`src/hw/rtl/dsp_pkg.sv`:
```
// shared types, constants and code decoder for the subtitle pixel decoder
`default_nettype none
package dsp_pkg;

	localparam int COORD_BITS = 12;
	localparam int POS_BITS   = 16;
	localparam int CFG_BITS   = 12;
	localparam int OUT_BITS   = 12;
	localparam int LEN_BITS   = 9;
	localparam int PAL_BITS   = 8;
	localparam int KIND_BITS  = 2;
	localparam int ACC_BITS   = 24;
	localparam int HELD_BITS  = 5;
	localparam int HDR_BITS   = 32;
	localparam int FLEN_BITS  = 16;
	localparam int SUM_W      = ((POS_BITS > FLEN_BITS) ? POS_BITS : FLEN_BITS) + 1;
	localparam int TDATA_BITS = 48;
	localparam int IDX_BITS   = 2;

	localparam logic [COORD_BITS-1:0] COORD_MAX = '1;
	localparam logic [POS_BITS-1:0]   POS_MAX   = '1;
	localparam logic [OUT_BITS-1:0]   OUT_MAX   = '1;

	localparam logic [KIND_BITS-1:0] KIND_RUN  = 2'd0;
	localparam logic [KIND_BITS-1:0] KIND_DROP = 2'd1;
	localparam logic [KIND_BITS-1:0] KIND_END  = 2'd2;

	localparam logic [IDX_BITS-1:0] REG_START_X = 2'd0;
	localparam logic [IDX_BITS-1:0] REG_START_Y = 2'd1;
	localparam logic [IDX_BITS-1:0] REG_WIDTH   = 2'd2;

	localparam logic [7:0] TYPE_PIX2 = 8'h10;
	localparam logic [7:0] TYPE_PIX4 = 8'h11;
	localparam logic [7:0] TYPE_PIX8 = 8'h12;
	localparam logic [7:0] TYPE_MAP2 = 8'h20;
	localparam logic [7:0] TYPE_MAP4 = 8'h21;
	localparam logic [7:0] TYPE_MAP16 = 8'h22;
	localparam logic [7:0] TYPE_EOL  = 8'hF0;

	localparam logic [LEN_BITS-1:0] RUN2_LONG  = 9'd29;
	localparam logic [LEN_BITS-1:0] RUN4_LONG  = 9'd25;
	localparam logic [LEN_BITS-1:0] RUN2_MID   = 9'd12;
	localparam logic [LEN_BITS-1:0] RUN4_MID   = 9'd9;

	typedef enum logic [1:0] {
		PH_HEADER = 2'd0,
		PH_TOP    = 2'd1,
		PH_BOTTOM = 2'd2,
		PH_DONE   = 2'd3
	} phase_t;

	typedef enum logic [2:0] {
		M_TYPE = 3'd0,
		M_PIX2 = 3'd1,
		M_PIX4 = 3'd2,
		M_PIX8 = 3'd3,
		M_SKIP = 3'd4
	} mode_t;

	typedef struct packed {
		logic [HELD_BITS-1:0] len;
		logic [LEN_BITS-1:0]  cnt;
		logic [PAL_BITS-1:0]  pal;
		logic                 quit;
	} code_t;

	typedef struct packed {
		logic [KIND_BITS-1:0] kind;
		logic [OUT_BITS-1:0]  x;
		logic [OUT_BITS-1:0]  y;
		logic [LEN_BITS-1:0]  len;
		logic [PAL_BITS-1:0]  pal;
	} res_t;

	typedef struct packed {
		logic       take_byte;
		logic       bit_step;
		logic       push_pend;
		logic       push_end;
		logic       restart;
		logic [2:0] bit_idx;
	} cmd_t;

	typedef struct packed {
		logic pix_go;
		logic emit_w;
		logic end_w;
		logic pend_v;
		logic can_push;
		logic last_q;
	} sts_t;

	// al holds the code bits left aligned, first bit at the top, unfilled bits zero
	function automatic code_t decode_code(mode_t mode, logic [ACC_BITS-1:0] al);
		code_t c;
		c = '0;
		case (mode)
			M_PIX2: begin
				if (al[23:22] != 2'd0) begin
					c.len = 5'd2; c.cnt = 9'd1; c.pal = 8'(al[23:22]);
				end else if (al[21]) begin
					c.len = 5'd8; c.cnt = 9'd3 + 9'(al[20:18]); c.pal = 8'(al[17:16]);
				end else if (!al[20]) begin
					case (al[19:18])
						2'd0: begin c.len = 5'd6; c.quit = 1'b1; end
						2'd1: begin c.len = 5'd6; c.cnt = 9'd2; end
						2'd2: begin
							c.len = 5'd12; c.cnt = RUN2_MID + 9'(al[17:14]);
							c.pal = 8'(al[13:12]);
						end
						default: begin
							c.len = 5'd16; c.cnt = RUN2_LONG + 9'(al[17:10]);
							c.pal = 8'(al[9:8]);
						end
					endcase
				end else begin
					c.len = 5'd4; c.cnt = 9'd1;
				end
			end
			M_PIX4: begin
				if (al[23:20] != 4'd0) begin
					c.len = 5'd4; c.cnt = 9'd1; c.pal = 8'(al[23:20]);
				end else if (!al[19]) begin
					c.len = 5'd8;
					if (al[18:16] != 3'd0) c.cnt = 9'(al[18:16]) + 9'd2;
					else c.quit = 1'b1;
				end else if (!al[18]) begin
					c.len = 5'd12; c.cnt = 9'd4 + 9'(al[17:16]); c.pal = 8'(al[15:12]);
				end else begin
					case (al[17:16])
						2'd0: begin c.len = 5'd8; c.cnt = 9'd1; end
						2'd1: begin c.len = 5'd8; c.cnt = 9'd2; end
						2'd2: begin
							c.len = 5'd16; c.cnt = RUN4_MID + 9'(al[15:12]);
							c.pal = 8'(al[11:8]);
						end
						default: begin
							c.len = 5'd20; c.cnt = RUN4_LONG + 9'(al[15:8]);
							c.pal = 8'(al[7:4]);
						end
					endcase
				end
			end
			default: begin
				if (al[23:16] != 8'd0) begin
					c.len = 5'd8; c.cnt = 9'd1; c.pal = al[23:16];
				end else if (!al[15]) begin
					c.len = 5'd16; c.cnt = 9'(al[14:8]); c.quit = (al[14:8] == 7'd0);
				end else begin
					c.len = 5'd24; c.cnt = 9'(al[14:8]); c.pal = al[7:0];
				end
			end
		endcase
		return c;
	endfunction

endpackage
`default_nettype wire

```
`src/hw/rtl/dsp_ctrl.sv`:
```
// sequencer for byte intake, bit-serial code parsing and result delivery
`default_nettype none
module dsp_ctrl (
	input  wire logic          clk,
	input  wire logic          arst_n,
	input  wire logic          in_valid,
	output logic               in_ready,
	input  wire dsp_pkg::sts_t sts,
	output dsp_pkg::cmd_t      cmd
);
	import dsp_pkg::*;

	typedef enum logic [3:0] {
		S_IDLE = 4'b0001,
		S_BIT  = 4'b0010,
		S_FIN  = 4'b0100,
		S_END  = 4'b1000
	} state_t;

	state_t     state_q, state_n;
	logic [2:0] bit_q, bit_n;

	assign in_ready = (state_q == S_IDLE);

	always_comb begin
		state_n = state_q;
		bit_n   = bit_q;
		cmd     = '0;
		cmd.bit_idx = bit_q;
		case (state_q)
			S_IDLE: begin
				if (in_valid) begin
					cmd.take_byte = 1'b1;
					bit_n   = 3'd7;
					state_n = sts.pix_go ? S_BIT : S_FIN;
				end
			end
			S_BIT: begin
				if (!(sts.emit_w && sts.pend_v && !sts.can_push)) begin
					cmd.bit_step = 1'b1;
					if (sts.end_w || bit_q == 3'd0) state_n = S_FIN;
					else bit_n = bit_q - 3'd1;
				end
			end
			S_FIN: begin
				if (sts.pend_v) begin
					cmd.push_pend = sts.can_push;
				end else begin
					state_n = sts.last_q ? S_END : S_IDLE;
				end
			end
			S_END: begin
				if (sts.can_push) begin
					cmd.push_end = 1'b1;
					cmd.restart  = 1'b1;
					state_n = S_IDLE;
				end
			end
			default: state_n = S_IDLE;
		endcase
	end

	always_ff @(posedge clk or negedge arst_n) begin
		if (!arst_n) begin
			state_q <= S_IDLE;
			bit_q   <= 3'd7;
		end else begin
			state_q <= state_n;
			bit_q   <= bit_n;
		end
	end

endmodule
`default_nettype wire

```
`src/hw/rtl/dsp_datapath.sv`:
```
// parse state, bit accumulator, coordinates, pending result and output register
`default_nettype none
module dsp_datapath (
	input  wire logic                             clk,
	input  wire logic                             arst_n,
	input  wire logic                             cfg_we,
	input  wire logic [dsp_pkg::IDX_BITS-1:0]     cfg_index,
	input  wire logic [dsp_pkg::CFG_BITS-1:0]     cfg_data,
	input  wire logic [7:0]                       in_byte,
	input  wire logic                             in_last,
	input  wire dsp_pkg::cmd_t                    cmd,
	output dsp_pkg::sts_t                         sts,
	output logic                                  out_valid,
	input  wire logic                             out_ready,
	output dsp_pkg::res_t                         out_res,
	output logic                                  out_last
);
	import dsp_pkg::*;

	function automatic logic [COORD_BITS-1:0] sat_cfg(logic [SUM_W-1:0] v);
		return (v > SUM_W'(COORD_MAX)) ? COORD_MAX : COORD_BITS'(v);
	endfunction

	function automatic logic [POS_BITS-1:0] sat_pos(logic [SUM_W-1:0] v);
		return (v > SUM_W'(POS_MAX)) ? POS_MAX : POS_BITS'(v);
	endfunction

	function automatic logic [OUT_BITS-1:0] sat_out(logic [COORD_BITS-1:0] v);
		return (SUM_W'(v) > SUM_W'(OUT_MAX)) ? OUT_MAX : OUT_BITS'(v);
	endfunction

	logic [CFG_BITS-1:0]   sx_q, sy_q, ow_q;
	logic [POS_BITS-1:0]   bp_q, fe_q;
	logic [HDR_BITS-1:0]   hdr_q;
	phase_t                phase_q;
	mode_t                 mode_q;
	logic [ACC_BITS-1:0]   acc_q;
	logic [HELD_BITS-1:0]  held_q, skip_q;
	logic [COORD_BITS-1:0] cx_q, cy_q;
	logic [7:0]            byte_q;
	logic                  last_q;
	logic                  pend_v_q, out_v_q, out_last_q;
	res_t                  pend_q, out_q;

	// byte level next values
	logic [POS_BITS-1:0]   b_bp, b_fe;
	logic [HDR_BITS-1:0]   b_hdr;
	phase_t                b_phase;
	mode_t                 b_mode;
	logic [HELD_BITS-1:0]  b_skip;
	logic [COORD_BITS-1:0] b_cx, b_cy;
	logic                  b_clr;

	// bit level signals
	logic [ACC_BITS-1:0]   al;
	logic [HELD_BITS-1:0]  held_n, bit_pos;
	code_t                 code;
	logic                  complete, drop;
	logic [SUM_W-1:0]      x_sum;
	res_t                  new_res;
	logic                  can_push;

	assign can_push = !out_v_q || out_ready;

	always_comb begin
		b_bp    = sat_pos(SUM_W'(bp_q) + SUM_W'(1));
		b_hdr   = hdr_q;
		b_fe    = fe_q;
		b_phase = phase_q;
		b_mode  = mode_q;
		b_skip  = skip_q;
		b_cx    = cx_q;
		b_cy    = cy_q;
		b_clr   = 1'b0;
		case (phase_q)
			PH_HEADER: begin
				b_hdr = {hdr_q[HDR_BITS-9:0], in_byte};
				if (b_bp >= POS_BITS'(4)) begin
					b_phase = PH_TOP;
					b_mode  = M_TYPE;
					b_fe    = sat_pos(SUM_W'(b_bp) + SUM_W'(b_hdr[HDR_BITS-1:FLEN_BITS]));
					b_cx    = sat_cfg(SUM_W'(sx_q));
					b_cy    = sat_cfg(SUM_W'(sy_q));
				end
			end
			PH_TOP, PH_BOTTOM: begin
				if (mode_q == M_TYPE) begin
					if (b_phase == PH_TOP && bp_q >= b_fe) begin
						b_phase = PH_BOTTOM;
						b_fe    = sat_pos(SUM_W'(bp_q) + SUM_W'(hdr_q[FLEN_BITS-1:0]));
						b_cx    = sat_cfg(SUM_W'(sx_q));
						b_cy    = sat_cfg(SUM_W'(sy_q) + SUM_W'(1));
					end
					if (b_phase == PH_BOTTOM && bp_q >= b_fe) b_phase = PH_DONE;
					if (b_phase != PH_DONE) begin
						b_mode = M_TYPE;
						b_clr  = 1'b1;
						case (in_byte)
							TYPE_PIX2:  b_mode = M_PIX2;
							TYPE_PIX4:  b_mode = M_PIX4;
							TYPE_PIX8:  b_mode = M_PIX8;
							TYPE_MAP2:  begin b_mode = M_SKIP; b_skip = 5'd2; end
							TYPE_MAP4:  begin b_mode = M_SKIP; b_skip = 5'd4; end
							TYPE_MAP16: begin b_mode = M_SKIP; b_skip = 5'd16; end
							TYPE_EOL: begin
								b_cx = sat_cfg(SUM_W'(sx_q));
								b_cy = sat_cfg(SUM_W'(b_cy) + SUM_W'(2));
							end
							default: ;
						endcase
					end
				end else if (mode_q == M_SKIP) begin
					if (skip_q != '0) b_skip = skip_q - 5'd1;
					if (b_skip == '0) b_mode = M_TYPE;
				end
			end
			default: ;
		endcase
	end

	always_comb begin
		bit_pos  = HELD_BITS'(ACC_BITS - 1) - held_q;
		al       = acc_q;
		al[bit_pos] = byte_q[cmd.bit_idx];
		held_n   = held_q + 5'd1;
		code     = decode_code(mode_q, al);
		complete = (code.len <= held_n);
		x_sum    = SUM_W'(cx_q) + SUM_W'(code.cnt);
		drop     = (mode_q != M_PIX4) && (x_sum > SUM_W'(ow_q));
		new_res.kind = drop ? KIND_DROP : KIND_RUN;
		new_res.x    = sat_out(cx_q);
		new_res.y    = sat_out(cy_q);
		new_res.len  = code.cnt;
		new_res.pal  = code.pal;
	end

	assign sts.pix_go   = (phase_q == PH_TOP || phase_q == PH_BOTTOM) &&
		(mode_q == M_PIX2 || mode_q == M_PIX4 || mode_q == M_PIX8);
	assign sts.emit_w   = complete && (code.cnt != '0);
	assign sts.end_w    = complete && (drop || code.quit);
	assign sts.pend_v   = pend_v_q;
	assign sts.can_push = can_push;
	assign sts.last_q   = last_q;

	assign out_valid = out_v_q;
	assign out_res   = out_q;
	assign out_last  = out_last_q;

	always_ff @(posedge clk or negedge arst_n) begin
		if (!arst_n) begin
			sx_q     <= '0;
			sy_q     <= '0;
			ow_q     <= CFG_BITS'(720);
			bp_q     <= '0;
			fe_q     <= '0;
			hdr_q    <= '0;
			phase_q  <= PH_HEADER;
			mode_q   <= M_TYPE;
			acc_q    <= '0;
			held_q   <= '0;
			skip_q   <= '0;
			cx_q     <= '0;
			cy_q     <= '0;
			last_q   <= 1'b0;
			pend_v_q <= 1'b0;
			out_v_q  <= 1'b0;
			out_last_q <= 1'b0;
		end else begin
			if (cfg_we) begin
				case (cfg_index)
					REG_START_X: sx_q <= cfg_data;
					REG_START_Y: sy_q <= cfg_data;
					REG_WIDTH:   ow_q <= cfg_data;
					default: ;
				endcase
			end
			if (out_v_q && out_ready) out_v_q <= 1'b0;

			if (cmd.take_byte) begin
				last_q  <= in_last;
				bp_q    <= b_bp;
				hdr_q   <= b_hdr;
				fe_q    <= b_fe;
				phase_q <= b_phase;
				mode_q  <= b_mode;
				skip_q  <= b_skip;
				cx_q    <= b_cx;
				cy_q    <= b_cy;
				if (b_clr) begin
					acc_q  <= '0;
					held_q <= '0;
				end
			end

			if (cmd.bit_step) begin
				if (complete) begin
					acc_q  <= '0;
					held_q <= '0;
					if (drop || code.quit) begin
						mode_q <= M_TYPE;
					end else if (code.cnt != '0) begin
						cx_q <= sat_cfg(x_sum);
					end
					if (code.cnt != '0) begin
						pend_v_q <= 1'b1;
						if (pend_v_q) begin
							out_v_q    <= 1'b1;
							out_q      <= pend_q;
							out_last_q <= 1'b0;
						end
					end
				end else if (held_n >= HELD_BITS'(ACC_BITS)) begin
					acc_q  <= '0;
					held_q <= '0;
				end else begin
					acc_q  <= al;
					held_q <= held_n;
				end
			end

			if (cmd.push_pend) begin
				pend_v_q   <= 1'b0;
				out_v_q    <= 1'b1;
				out_q      <= pend_q;
				out_last_q <= !last_q;
			end

			if (cmd.push_end) begin
				out_v_q    <= 1'b1;
				out_q      <= '{kind: KIND_END, default: '0};
				out_last_q <= 1'b1;
			end

			if (cmd.restart) begin
				bp_q    <= '0;
				hdr_q   <= '0;
				fe_q    <= '0;
				phase_q <= PH_HEADER;
				mode_q  <= M_TYPE;
				acc_q   <= '0;
				held_q  <= '0;
				skip_q  <= '0;
				cx_q    <= sat_cfg(SUM_W'(sx_q));
				cy_q    <= sat_cfg(SUM_W'(sy_q));
			end
		end
	end

	always_ff @(posedge clk) begin
		if (cmd.take_byte) byte_q <= in_byte;
		if (cmd.bit_step && sts.emit_w) pend_q <= new_res;
	end

endmodule
`default_nettype wire

```
`src/hw/rtl/dvb_subtitle_pixel_decoder_unit.sv`:
```
// top level of the dvb subtitle pixel data run decoder
//
// bytes of one object's pixel data enter on the s_ channel, s_tlast on the
// final byte. the first four bytes carry the top and bottom field lengths.
// runs leave on the m_ channel: tuser holds the kind (pixel run, dropped
// overflow run, object end), tlast marks the final result caused by a byte.
// configuration (start_x, start_y, object_width) is written through
// cfg_we / cfg_index / cfg_data while the block is idle; the user must keep
// to this, the block does not enforce it. every byte passes through intake
// and finish, a pixel code string byte also through the code parser, one
// bit per cycle while runs can be handed out; a pending run is handed over
// at finish. the final byte of an object adds the object end result.
// results pass through a held pending run and a single output register;
// while m_tready is low the parser halts at the next run it must hand out
// and s_tready stays low. reset clears the parse state and restores the
// configuration defaults (0, 0, 720); the next byte is a header byte.
`default_nettype none
module dvb_subtitle_pixel_decoder_unit (
	input  wire logic                            clk,
	input  wire logic                            arst_n,
	input  wire logic                            cfg_we,
	input  wire logic [dsp_pkg::IDX_BITS-1:0]    cfg_index,
	input  wire logic [dsp_pkg::CFG_BITS-1:0]    cfg_data,
	input  wire logic                            s_tvalid,
	output logic                                 s_tready,
	input  wire logic [7:0]                      s_tdata,  // data_byte
	input  wire logic                            s_tlast,  // last_byte
	output logic                                 m_tvalid,
	input  wire logic                            m_tready,
	output logic [dsp_pkg::TDATA_BITS-1:0]       m_tdata,  // run_x, run_y, run_length, palette_index
	output logic [dsp_pkg::KIND_BITS-1:0]        m_tuser,  // kind
	output logic                                 m_tlast   // last_result
);
	import dsp_pkg::*;

	cmd_t cmd;
	sts_t sts;
	res_t res;

	dsp_ctrl u_ctrl (
		.clk      (clk),
		.arst_n   (arst_n),
		.in_valid (s_tvalid),
		.in_ready (s_tready),
		.sts      (sts),
		.cmd      (cmd)
	);

	dsp_datapath u_dp (
		.clk       (clk),
		.arst_n    (arst_n),
		.cfg_we    (cfg_we),
		.cfg_index (cfg_index),
		.cfg_data  (cfg_data),
		.in_byte   (s_tdata),
		.in_last   (s_tlast),
		.cmd       (cmd),
		.sts       (sts),
		.out_valid (m_tvalid),
		.out_ready (m_tready),
		.out_res   (res),
		.out_last  (m_tlast)
	);

	assign m_tuser = res.kind;
	assign m_tdata = {(TDATA_BITS - 2*OUT_BITS - LEN_BITS - PAL_BITS)'(0),
		res.pal, res.len, res.y, res.x};

endmodule
`default_nettype wire

```
`config.mk`:
```
export PLATFORM = sky130hd
export DESIGN_NAME = dvb_subtitle_pixel_decoder_unit
export DESIGN_NICKNAME = d
export VERILOG_FILES = /design/src/hw/rtl/dsp_pkg.sv /design/src/hw/rtl/dsp_ctrl.sv /design/src/hw/rtl/dsp_datapath.sv /design/src/hw/rtl/dvb_subtitle_pixel_decoder_unit.sv
export SDC_FILE = /design/constraint.sdc
export NUM_CORES = 1
export LEC_CHECK = 0
export BUFFER_PORTS_ARGS = -buffer_cell sky130_fd_sc_hd__clkbuf_2
export CORE_AREA = 2 2 285 203
export CTS_CLUSTER_DIAMETER = 200
export CTS_CLUSTER_SIZE = 8
export DETAILED_ROUTE_END_ITERATION = 7
export DIE_AREA = 0 0 287 205
export SKIP_LAST_GASP = 1
export SLEW_MARGIN = 5
export SYNTH_ARGS = -nofsm -noshare
export SYNTH_HDL_FRONTEND = slang
export SYNTH_SLANG_ARGS = --single-unit
```
`constraint.sdc`:
```
create_clock -name clk -period 7.6 [get_ports clk]
set_input_delay 1.52 -clock clk [delete_from_list [all_inputs] [get_ports clk]]
set_output_delay 1.52 -clock clk [all_outputs]
set_load 0.005 [all_outputs]
```
# Yosys cells after proc, flatten, opt, wreduce, memory -nomap -nowiden
# Index checks and enable logic that the tools add are counted.
[totals]
elab_cells = 326
regBits = 260
output_inout_bits = 53
[classes]
reduce_logical = 64
n_mux = 164
add_sub_neg = 17
magnitude_cmp = 15
n_eq_ne = 36
[op_table]
columns = ["op", "n"]
rows = [
  ["2-to-1 mux 12 bit", 23],
  ["2-to-1 mux 24 bit", 9],
  ["2-to-1 mux 43 bit", 5],
  ["2-to-1 mux 16 bit", 12],
  ["2-to-1 mux 22 bit", 5],
  ["2-to-1 mux 5 bit", 16],
  ["> comparator 17 x 12 -> 1 bit, second input constant", 3],
  ["> comparator 17 x 16 -> 1 bit, second input constant", 3],
  ["one-hot mux 12 bit (2 select lines)", 2],
  ["one-hot mux 23 bit (2 select lines)", 1],
  ["2-to-1 mux 3 bit", 15],
  ["one-hot mux 14 bit (3 select lines)", 1],
  ["2-to-1 mux 1 bit", 37],
  ["adder 16 x 16 -> 17 bit", 2],
  [">= comparator 16 bit", 2],
  ["one-hot mux 16 bit (2 select lines)", 1],
  ["2-to-1 mux 14 bit", 2],
  ["one-hot mux 9 bit (3 select lines)", 1],
  ["nonzero test 3 bit", 9],
  ["bitwise mux 24 bit", 1],
  ["equality test 8 x 5 -> 1 bit, second input constant", 3],
  ["equality test 8 x 6 -> 1 bit, second input constant", 3],
  ["2-to-1 mux 2 bit", 12],
  ["2-to-1 mux 4 bit", 6],
  ["65 further kinds", 122],
]

# Longest topological paths before layout
[depth]
word_depth = 22
ltp_mapped = 36

# Hierarchy
# A second synthesis with hierarchy kept.
[hier_totals]
cells_unflattened = 1989
hier_area_um2 = 18290.0
[modules_own_cells]
columns = ["mod", "area_each_um2", "cells_each", "n_inst"]
rows = [
  ["dsp_datapath", 17780.8, 1931, 1],
  ["dsp_ctrl", 452.9, 50, 1],
  ["dvb_subtitle_pixel_decoder_unit", 56.3, 8, 1],
]

# Worst setup path after synthesis
# No wires, ideal clock.
[synth_path]
path_kind = "reg2reg"
start = "reg u_ctrl.bit_q[1]"
end = "reg u_dp.pend_q[0] in the netlist's numbering, enable pin"
n_path_buf = 4
arrival_time_ns = 6.537
stages_incl_launch_ff = 21
period_less_slack_ns = 6.992
slack_ns = 0.608
required_time_ns = 7.145
cell_sequence = "dfstp_2 > mux4_2 > mux2_4 > buf_6 > mux2i_2 > inv_1 > ha_1 > clkbuf_1 > o21ai_0 > a21oi_1 > a31o_2 > ha_1 > a21o_1 > a21o_1 > a21oi_1 > a31oi_1 > nor2_1 > o21ai_2 > buf_4 > buf_4 > a21oi_1"
[synth_between]
elab_chain_cells = 17
elab_cells_between_ends = 42
classes_between = "add/sub: 7; order compare: 1; eq/ne: 4; mux: 18; reduce/logical: 12"
[synth_lines]
columns = ["item", "line_no", "source"]
rows = [
  ["start: declaration", "dsp_ctrl.sv:21", "logic [2:0] bit_q, bit_n;"],
  ["start signal: assignment", "dsp_ctrl.sv:69", "bit_q <= bit_n;"],
  ["binary-select mux 1 bit (select 3 bit) *", "dsp_datapath.sv:124", "al[bit_pos] = byte_q[cmd.bit_idx];"],
  ["2-to-1 mux 1 bit (not written as such) *", "dsp_datapath.sv:124", ""],
  ["bitwise mux 24 bit *", "dsp_datapath.sv:124", ""],
  ["parallel branches: the longest is 6 deep, another holds adder 5 x 8 -> 9 bit", "n/a", ""],
  ["one-hot mux 23 bit (2 select lines) *", "dsp_pkg.sv:97", "case (mode)"],
  ["<= comparator 5 bit", "dsp_datapath.sv:127", "complete = (code.len <= held_n);"],
  ["logical AND 1 bit *", "dsp_datapath.sv:139", "assign sts.emit_w = complete && (code.cnt != '0);"],
  ["logical AND 1 bit (2 in a row)", "dsp_ctrl.sv:39", "if (!(sts.emit_w && sts.pend_v && !sts.can_push)) begin"],
  ["2-to-1 mux 1 bit", "dsp_ctrl.sv:39", ""],
  ["2-to-1 mux 1 bit", "dsp_ctrl.sv:30", "case (state_q)"],
  ["logical AND 1 bit *", "dsp_datapath.sv:251", "if (cmd.bit_step && sts.emit_w) pend_q <= new_res;"],
  ["end signal: assignment", "dsp_datapath.sv:251", ""],
  ["end: declaration", "dsp_datapath.sv:43", "res_t pend_q, out_q;"],
]
# Every way passes the cells marked *. The select of a mux whose other input is x is not followed.
# A chain may end at the register's enable or synchronous reset.

==> results.md <==
* P_leak at between 9 and 10 nW
* # DRC at 0
* Final worst slack at approximately 0.38 ns
* Slew at the pin closest to its max-slew limit at 1.25 ns
* Clk_skew at 0.0305 ns
* Final nets at between 2k and 2.5k
* Cells after synthesis at approximately 2.2k
* WS Path Type: flip-flop to flip-flop
* Worst Reg-to-Reg Cells at 28
* Total track usage at roughly 23%
* Synthesized flop and latch total at 259
* Crit path capture type: flip-flop
* Pre-CTS setup slack at -0.0321 ns
* Min-delay worst type: flip-flop to flip-flop
* Die area at between 50000 and 60000 um^2
* R2r setup slk at roughly 0.38 ns
* Hold Startpoint: u_dp.acc_q[3]
* Final Power at 6.88 mW
* Cell area power density at 312 nW/um^2
* Clock tree buffer depth at 3
* Netlist cell types at 98
* Mean Syn Cell Area at ~8.9 um^2
* DP HPWL at roughly 49000 um
* IO Port Bufs at 73
* Fin crit period at ~7.2 ns
* # IOs at 81
* Synth area leaders: dfrtp_1 (20%), edfxtp_1 (14%), ha_1 (8.1%)
* Total grt overflow at 0
* Worst-Skew Late Latency at 0.57 ns
* Beginning of the worst register-to-register path: u_ctrl.bit_q[1]
* Drt first pass iters at 6
* CP peak stage delay at 0.57 ns
* Ratio of cells with drive above 1 in the final layout at ~14%
* CTS tree: yes
* Initial Util at between 30% and 40%
* Total number of vias at 18.3k
* Vias/cell at 6.03
* # clock sinks at ~260
* Worst r2r dst: u_dp.cx_q[2]
* Status: finished clean
* Largest net degree at the start of global routing at between 90 and 100
* RePlAce Congestion at slightly above 1
* Leading area contributor after synthesis: dfrtp_1
* Chip height at 205 um
* Initial antenna violation count at 4
* Die extent in x at about 290 um
* Hold Crit Endpoint: u_dp.acc_q[3]
* Final cycle utilization of the critical path at a little over nine tenths
* Worst path slowest cell: dfstp_2
* Startpoint Class: flip-flop
* DRT antenna net count at 0
* DR iter-0 viols at approximately 2.2k
* Max Cap Violations at 0
* Yosys Warn Count at 0
* Vias in the first global route at ~17k
* CTS clock-pin slew for the worst setup and hold paths at approximately 0.070 ns
* Cts bufs inserted at 38
* Final wirelength at just under 70000 um
* Sequential cell area at between 6000 and 7000 um^2
* CORE AREA at about 56000 um^2
* Fmax at 138 MHz
* Crit-path max FO at 12
* Fillers at ~5.6k
* Row cnt at 73
* Seq/Total Area, Yosys at 35.8%
* Async SR Flop Fraction at between 60% and 70%
* CP arrival at 7.66 ns
* Area of the multi-input gates at approximately 12000 um^2
* Ys flop type: dfrtp_1
* Normalized max-slew margin at ~16%
* Fin Hold WS at just under 0.5 ns
* Root Buffer: clkbuf_16
* Area grow syn2layout at 13.4%
* Hold path depth at 1
* Final Max Tran Viols at 0
* Drt wl/cell at between 20 and 25 um
* First-pass GRT wire length at ~100000 um
* H-tree levels at 2
* Post-Syn Area at roughly 19000 um^2
* VDD IR-drop max at between 0.15 and 0.2 mV
* Fin. Hold Viols at 0
* Post-synth EDFFs at 93
* Final Setup Violations at 0
* Synth top area share at 20.4%
* Worst EP required at between 8 and 9 ns
* # hold bufs at CTS at 0
==> routing by layer <==
| layer | track usage (%) | wire [um] | vias up |
|---|---|---|---|
| li1 | - | - | 8398 |
| met1 | 34.7 | 32300 | 8930 |
| met2 | 30.8 | 27200 | 918 |
| met3 | 5.24 | 6690 | 94 |
| met4 | 6.10 | 1290 | 0 |
| met5 | 0 | 0 | - |
==> worst max path at each step <==
stage / start / to / slack [ns] / cells after the start
3_5_place_dp: u_ctrl.bit_q[1] / u_dp.cx_q[3] / -0.03 / 27
4_1_cts: u_ctrl.bit_q[1] / u_dp.cx_q[3] / 0.03 / 27
6_report: u_ctrl.bit_q[1] / u_dp.cx_q[2] / 0.38 / 28
5_1_grt: u_ctrl.bit_q[1] / u_dp.cx_q[11] / -0.02 / 30
2_1_floorplan: u_ctrl.bit_q[1] / u_dp.pend_q[0] / 0.61 / 20
3_3_place_gp: u_ctrl.bit_q[1] / u_dp.cx_q[4] / 0.15 / 30
==> registers in the layout, summed over array words and instances, names as in the netlist <==
| signal | count |
|---|---|
| u_dp.fe_q | 16 |
| u_dp.bp_q | 16 |
| u_ctrl.state_q | 4 |
| u_dp.pend_q | 42 |
| u_dp.out_valid | 1 |
| u_dp.phase_q | 2 |
| u_dp.out_res | 43 |
| u_dp.hdr_q | 24 |
| u_dp.sx_q | 12 |
| u_dp.acc_q | 24 |
| u_dp.ow_q | 12 |
| u_ctrl.bit_q | 3 |
| u_dp.mode_q | 3 |
| u_dp.cx_q | 12 |
| u_dp.skip_q | 5 |
| u_dp.held_q | 5 |
| u_dp.last_q | 1 |
| u_dp.out_last | 1 |
| u_dp.sy_q | 12 |
| u_dp.byte_q | 8 |
| u_dp.pend_v_q | 1 |
| u_dp.cy_q | 12 |
==> worst max-delay path, delay by kind of cell, from the launching register on <==
kind,cells,cell delay [ns]
flops,1,0.57
buf+inv,2,0.27
compound gates,14,2.91
mux,3,1.28
simple gates,5,0.97
xor+xnor,1,0.12
fa+ha+maj,3,0.93
==> cells in the mapped netlist (all sizes together) (8+ instances only) <==
master and number:
nand4 63, mux2i 25, a21boi 8, edfxtp 93
or3 59, and2 18, a22oi 10, o22ai 25
mux2 41, or2 10, a31oi 23, o211ai 21
dfrtp 158, o32ai 10, and3 28, nand3b 8
clkbuf 102, o2111ai 9, a21oi 117, nor2 125
nand2 239, inv 94, nand3 102, ha 125
a32oi 49, nand2b 29, nor3 55, o31ai 14
a22o 34, o2bb2ai 15, o221ai 12, a21o 37
o21ai 133, nor4 11, xnor2 52, buf 33
o21a 18, a211oi 23, xor2 19, dfstp 8
nor2b 17
==> cells by family (layout without fill, tap and decap cells) <==
logic type                 after synthesis  after routing  synth area share, %
adders and majority gates              128            128                 8.37
xor gates and xnor gates                71             71                 3.20
DFF                                    259            259                 35.8
and+or+nand+nor                        810            810                 21.2
muxes                                   68             68                 4.15
AOI/OAI and AO/OA                      623            624                 22.4
other                                    1             12               0.0193
buffers and inverters                  230            317                 4.87
==> layout make-up <==
| cell class | count | area share [%] |
|---|---|---|
| inverters | 95 | 1.62 |
| well taps | 750 | 4.26 |
| clock buffers | 62 | 4.83 |
| clock inverters | 3 | 0.165 |
| diodes | 5 | 0.0568 |
| repair buffers | 157 | 4.57 |
| multi-input cells | 1708 | 52.9 |
| flip-flops and latches | 259 | 31.6 |
==> stage by stage <==
step,instances,util [%],area (um^2),setup TNS [ns]
2_1_floorplan,2196,-,19400,0
3_3_place_gp,2959,37.1,20800,0
3_5_place_dp,2959,37.1,20800,-0.183
4_1_cts,3024,39.0,21900,0
5_1_grt,3038,39.2,22000,-0.0664
6_report,3039,39.2,22000,0
==> placed cells by master (no fill, tap or decap), types with 84 or more instances in the layout <==
cell type	n
inv_1	90
buf_4	84
ha_1	125
nand2_1	239
nand3_1	100
nor2_1	120
o21ai_0	125
a21oi_1	112
edfxtp_1	93
dfrtp_1	158
==> power by group <==
| part | leakage [nW] | total, mW | internal [mW] | switching [mW] |
|---|---|---|---|---|
| clock network | 0.522 | 1.63 | 0.953 | 0.681 |
| logic | 5.57 | 3.09 | 1.20 | 1.88 |
| registers | 2.91 | 2.16 | 1.78 | 0.380 |
| total | 9.01 | 6.88 | 3.93 | 2.94 |
==> what timing repair did <==
| action | CTS | global route |
|---|---|---|
| setup endpoints to repair | 10 | 20 |
| resized for setup | 1 | 9 |
| buffers inserted | 0 | 9 |
| hold endpoints to repair | 0 | 0 |
| pin swaps | 0 | 2 |
| gates cloned | 0 | 1 |
(Power assumes the default switching activity.)
